===== src/design/mmgn_pkg.sv =====
// ----------------------------------------------------------------------------
// mmgn_pkg
// Shared types and constants for the min/max greyscale normalizer.
// ----------------------------------------------------------------------------
package mmgn_pkg;

  localparam int CMD_W  = 2;
  localparam int ELEV_W = 16;
  localparam int GREY_W = 8;

  // Dividend width: 511 * 65535 fits in 25 bits.
  localparam int DIVIDEND_W = 25;
  localparam int DIV_STEPS  = GREY_W;
  localparam int STEP_CNT_W = $clog2(DIV_STEPS + 1);

  typedef enum logic [CMD_W-1:0] {
    CMD_LOAD  = 2'd0,
    CMD_EMIT  = 2'd1,
    CMD_CLEAR = 2'd2,
    CMD_NONE  = 2'd3
  } cmd_code_t;

  // Commands from the controller to the datapath.
  typedef struct packed {
    logic load_en;
    logic clear_en;
    logic emit_start;
    logic range_en;
    logic scale_en;
    logic div_start;
    logic result_write;
  } ctrl_cmd_t;

  // Status from the datapath to the controller.
  typedef struct packed {
    logic emit_avail;
    logic div_done;
    logic out_free;
  } dp_status_t;

endpackage


===== src/design/mmgn_ctrl.sv =====
// ----------------------------------------------------------------------------
// mmgn_ctrl
// Controller sequencing request acceptance and the scaling of one sample.
// ----------------------------------------------------------------------------
module mmgn_ctrl
  import mmgn_pkg::*;
(
  input  logic             clk,
  input  logic             rst,
  input  logic             in_valid,
  input  logic [CMD_W-1:0] op,
  output logic             in_ready,
  input  dp_status_t       status,
  output ctrl_cmd_t        cmd
);

  typedef enum logic [4:0] {
    S_IDLE  = 5'b00001,
    S_READ  = 5'b00010,
    S_SCALE = 5'b00100,
    S_START = 5'b01000,
    S_DIV   = 5'b10000
  } state_t;

  state_t    state;
  state_t    state_next;
  logic      accept;
  cmd_code_t code;

  assign code     = cmd_code_t'(op);
  assign in_ready = state == S_IDLE;
  assign accept   = in_valid && in_ready;

  always_comb begin
    cmd              = '0;
    cmd.load_en      = accept && code == CMD_LOAD;
    cmd.clear_en     = accept && code == CMD_CLEAR;
    cmd.emit_start   = accept && code == CMD_EMIT && status.emit_avail;
    cmd.range_en     = state == S_READ;
    cmd.scale_en     = state == S_SCALE;
    cmd.div_start    = state == S_START;
    cmd.result_write = state == S_DIV && status.div_done && status.out_free;
  end

  always_comb begin
    state_next = state;
    unique case (state)
      S_IDLE: begin
        if (cmd.emit_start) begin
          state_next = S_READ;
        end
      end
      S_READ:  state_next = S_SCALE;
      S_SCALE: state_next = S_START;
      S_START: state_next = S_DIV;
      S_DIV: begin
        if (cmd.result_write) begin
          state_next = S_IDLE;
        end
      end
      default: state_next = S_IDLE;
    endcase
  end

  always_ff @(posedge clk) begin
    if (rst) begin
      state <= S_IDLE;
    end else begin
      state <= state_next;
    end
  end

endmodule


===== config.mk =====
export PLATFORM = sky130hd
export DESIGN_NAME = mmgn_ctrl
export DESIGN_NICKNAME = d
export VERILOG_FILES = /design/src/design/mmgn_pkg.sv /design/src/design/mmgn_ctrl.sv
export SDC_FILE = /design/constraint.sdc
export NUM_CORES = 1
export LEC_CHECK = 0
export ABC_AREA = 0
export BUFFER_PORTS_ARGS = -buffer_cell sky130_fd_sc_hd__buf_4
export CORE_AREA = 3 3 40 42
export DETAILED_ROUTE_END_ITERATION = 8
export DIE_AREA = 0 0 43 45
export HOLD_SLACK_MARGIN = 0.1
export SLEW_MARGIN = 20
export SYNTH_ARGS = -nofsm -noshare
export SYNTH_HDL_FRONTEND = slang
export SYNTH_SLANG_ARGS = --single-unit

===== constraint.sdc =====
create_clock -name clk -period 1.3 [get_ports clk]
set_input_delay 0.26 -clock clk [delete_from_list [all_inputs] [get_ports clk]]
set_output_delay 0.26 -clock clk [all_outputs]
set_load 0.05 [all_outputs]

==> impl_results.rst <==
.. list-table::
   :header-rows: 1

   * - Metric
     - Value
   * - Via count of the first global-routing pass
     - 408
   * - Startpoint of the worst-slack reg-to-reg timing path
     - state[2]
   * - Layout Utilization
     - 0.575
   * - CTS tree
     - yes
   * - Startpoint-to-endpoint class of the critical path
     - register to primary output
   * - Data required time of the worst path
     - between 1 and 1.5 ns
   * - Final-report setup violation count
     - 8
   * - DRC violations left
     - 0
   * - Post-Syn Area per Cell
     - between 8 and 9 µm²
   * - PD cells
     - about 640 nW/µm²
   * - Number of nets still failing antenna checks after routing
     - 0
   * - Mapped Cells
     - 37
   * - TritonCTS Buffers
     - 3
   * - Row count
     - 13
   * - CP max stage cell
     - sky130_fd_sc_hd__or3_4
   * - Violated checks
     - setup timing
   * - Portion of the clock cycle consumed by the worst path in the final layout
     - 1.21
   * - Least setup slack across all paths after layout
     - -0.275 ns
   * - Post-DP HPWL
     - 684 µm
   * - Final WL
     - 1030 µm
   * - Capture point of the worst reg-to-reg path
     - state[0]
   * - Register containing the most flip-flops in the final layout
     - state
   * - Sink Count
     - 5
   * - Clock-pin slew on the worst setup and hold paths
     - approximately 0.04 ns
   * - Unique masters post-synth
     - 22
   * - Largest net degree at the start of global routing
     - 7
   * - Standard cell core area
     - roughly 1300 µm²
   * - Number of antenna violations at the first check in global routing
     - 0
   * - Time the worst path needs with I/O delays and setup
     - between 1.5 and 2 ns
   * - Logic depth of the worst register-to-register path
     - 4
   * - Worst-path maximum fanout
     - 3
   * - Port buffer count
     - 15
   * - Static Leak
     - about 0.31 nW
   * - Element type at the critical path end
     - primary output
   * - Number of warnings reported in the yosys synthesis log
     - 0
   * - Area Overhead vs Synth
     - 135%
   * - Register area
     - between 100 and 150 µm²
   * - Leading cell type in the layout, fill and taps excluded
     - sky130_fd_sc_hd__buf_4
   * - Highest clock rate
     - between 0.6 and 0.7 GHz
   * - Longest Clk Path Bufs
     - 2
   * - Fin. max-slew vios
     - 0
   * - Slew headroom
     - 0.826
   * - Boundary pin count
     - 16
   * - Final Net Count
     - between 70 and 80
   * - Area of the multi-input gates
     - 304 µm²
   * - Post-synth net total
     - 45
   * - Hold-critical path endpoint
     - state[1]
   * - Top-area cell type share of the netlist area
     - 0.319
   * - Clock skew after layout
     - 0.00396 ns
   * - Routed via count divided by cell count
     - around 4.8
   * - Worst-case register-to-register setup slack
     - roughly 0.03 ns
   * - Instance count along the most critical hold path
     - 2
   * - Number of levels in the clock H-tree
     - 1
   * - Hold path startpoint
     - rst
   * - Top post-synthesis cells by area
     - sky130_fd_sc_hd__dfxtp_1, sky130_fd_sc_hd__nand2b_1, sky130_fd_sc_hd__nor3_1
   * - Root Buffer
     - sky130_fd_sc_hd__clkbuf_4
   * - Tot GR Track Use
     - 0.128
   * - Most frequent cells in the layout
     - sky130_fd_sc_hd__buf_4, sky130_fd_sc_hd__buf_6, sky130_fd_sc_hd__nor2_4, sky130_fd_sc_hd__buf_8, sky130_fd_sc_hd__dfxtp_2
   * - Total of flip-flops plus latches after synthesis
     - 5
   * - Setup repair after global routing missed its margin
     - true
   * - DRT Pass-1 Iters
     - 3
   * - Largest stage delay, worst path
     - 0.42 ns
   * - Path class of the lowest-slack min-delay path
     - primary input to register
   * - # hold bufs at CTS
     - 0
   * - Dominant cell type by area after synthesis
     - sky130_fd_sc_hd__dfxtp_1
   * - Count of endpoints failing hold in the final timing report
     - 0
   * - Max-cap violation count
     - 0
   * - Top Registers
     - state (5)
   * - Worst Tran Pin Value
     - about 0.26 ns
   * - Share of layout cells above drive strength 1
     - 0.791
   * - Synth Cell Area
     - around 310 µm²
   * - Clock latency at the later pin of the worst-skew pair
     - around 0.25 ns
   * - Worst hold slack after final layout
     - approximately 0.22 ns
   * - Largest vdd supply drop
     - just under 0.4 mV
   * - DIE AREA
     - a little under 2000 µm²
   * - Routed wirelength normalized by instance count
     - 12.6 µm
   * - Floorplan die width
     - about 43 µm
   * - Max reg flops
     - 5
   * - Number of buffers and inverters on the critical path
     - 1
   * - CP startpoint kind
     - register
   * - Starting utilization of the core area
     - 0.244
   * - Number of fillers in the final layout
     - between 100 and 150
   * - Data arrival at the endpoint of the critical path
     - between 1 and 1.5 ns
   * - Vertical die dimension
     - between 40 and 50 µm
   * - Seq/Total Area, Yosys
     - 0.319
   * - Number of violations reported at the end of detailed-routing iteration 0
     - 1
   * - Overflow after GRT
     - 0
   * - Largest delay share family, worst path
     - simple AND/OR/NAND/NOR gates
   * - Run status
     - finished with violations
   * - Cell-by-cell trace of the critical path
     - or3_4 > nor3_4 > buf_6
   * - Setup WS pre-CTS
     - -0.0642 ns
   * - Routed vias
     - between 300 and 400
   * - First-pass GRT wire length
     - between 1500 and 2000 µm
   * - RePlAce Congestion
     - 0.739
   * - Antenna diode count
     - 0
## power by group
| part | internal [W] | switching [W] |
|---|---|---|
| registers | 0.000155 | 0.00000370 |
| logic | 0.0000607 | 0.0000605 |
| clock network | 0.000117 | 0.0000728 |
## cell type report
type | instances | share of cell area
inverters | 2 | 0.0152
flip-flops and latches | 5 | 0.147
well taps | 15 | 0.0254
multi-input cells | 28 | 0.411
clock buffers | 4 | 0.0355
repair buffers | 28 | 0.365
## stage by stage
| stage | setup TNS [ns] | cells | cell area (µm²) | power, W |
|---|---|---|---|---|
| after floorplan | -0.855 | 37 | 407 | 0.000220 |
| after global placement | -0.243 | 74 | 583 | 0.000262 |
| after detailed placement | -0.252 | 74 | 583 | 0.000262 |
| after CTS | -1.72 | 80 | 711 | 0.000474 |
| after global routing | -2.09 | 82 | 739 | 0.000506 |
| final | -1.60 | 82 | 739 | 0.000470 |
## synthesized netlist by cell type
cell type	n
sky130_fd_sc_hd__a41oi_1	1
sky130_fd_sc_hd__nor3_1	4
sky130_fd_sc_hd__nand2b_1	5
sky130_fd_sc_hd__o21a_1	1
sky130_fd_sc_hd__inv_1	2
sky130_fd_sc_hd__nor2_2	1
sky130_fd_sc_hd__nor4b_1	1
sky130_fd_sc_hd__or2_2	1
sky130_fd_sc_hd__a311oi_1	1
sky130_fd_sc_hd__dfxtp_1	5
sky130_fd_sc_hd__nand2_1	1
sky130_fd_sc_hd__nand4b_1	1
sky130_fd_sc_hd__o31ai_1	1
sky130_fd_sc_hd__and4b_1	1
sky130_fd_sc_hd__nor4_1	2
sky130_fd_sc_hd__nor3b_2	1
sky130_fd_sc_hd__buf_6	1
sky130_fd_sc_hd__a211oi_1	1
sky130_fd_sc_hd__buf_4	1
sky130_fd_sc_hd__or3_4	1
sky130_fd_sc_hd__nor2_1	3
sky130_fd_sc_hd__nand3_1	1
## routing by layer
metal | up-vias | track usage | routed length (µm)
met1 | 188 | 0.131 | 415
met4 | 0 | 0.0361 | 0
met3 | 0 | 0.0797 | 60
li1 | 197 | - | -
met2 | 9 | 0.219 | 556
met5 | - | 0 | 0
## worst max-delay path by stage
stage	start	end	slack, ns	cells past startpoint
floorplan	state[0]	cmd[0]	-0.22	3
global placement	state[2]	cmd[0]	-0.06	3
detailed placement	state[2]	cmd[0]	-0.06	3
CTS	state[0]	cmd[0]	-0.31	3
global route	state[4]	cmd[5]	-0.33	5
finish	state[2]	cmd[0]	-0.27	3
## cell families after synthesis
| group | count (synthesis) | synth area share |
|---|---|---|
| AND/OR/NAND/NOR | 23 | 0.470 |
| flip-flops | 5 | 0.319 |
| AO/OA/AOI/OAI | 5 | 0.128 |
| buffers and inverters | 4 | 0.0837 |
## repair_timing
action / 4_1_cts / 5_1_grt
buffers inserted: 3 / 2
gates resized for setup: 23 / 3
pin swaps: 10 / 4
endpoints found under the hold margin: 0 / 0
setup endpoints to repair: 8 / 9
No activity file was read; power rests on OpenSTA's default activity.
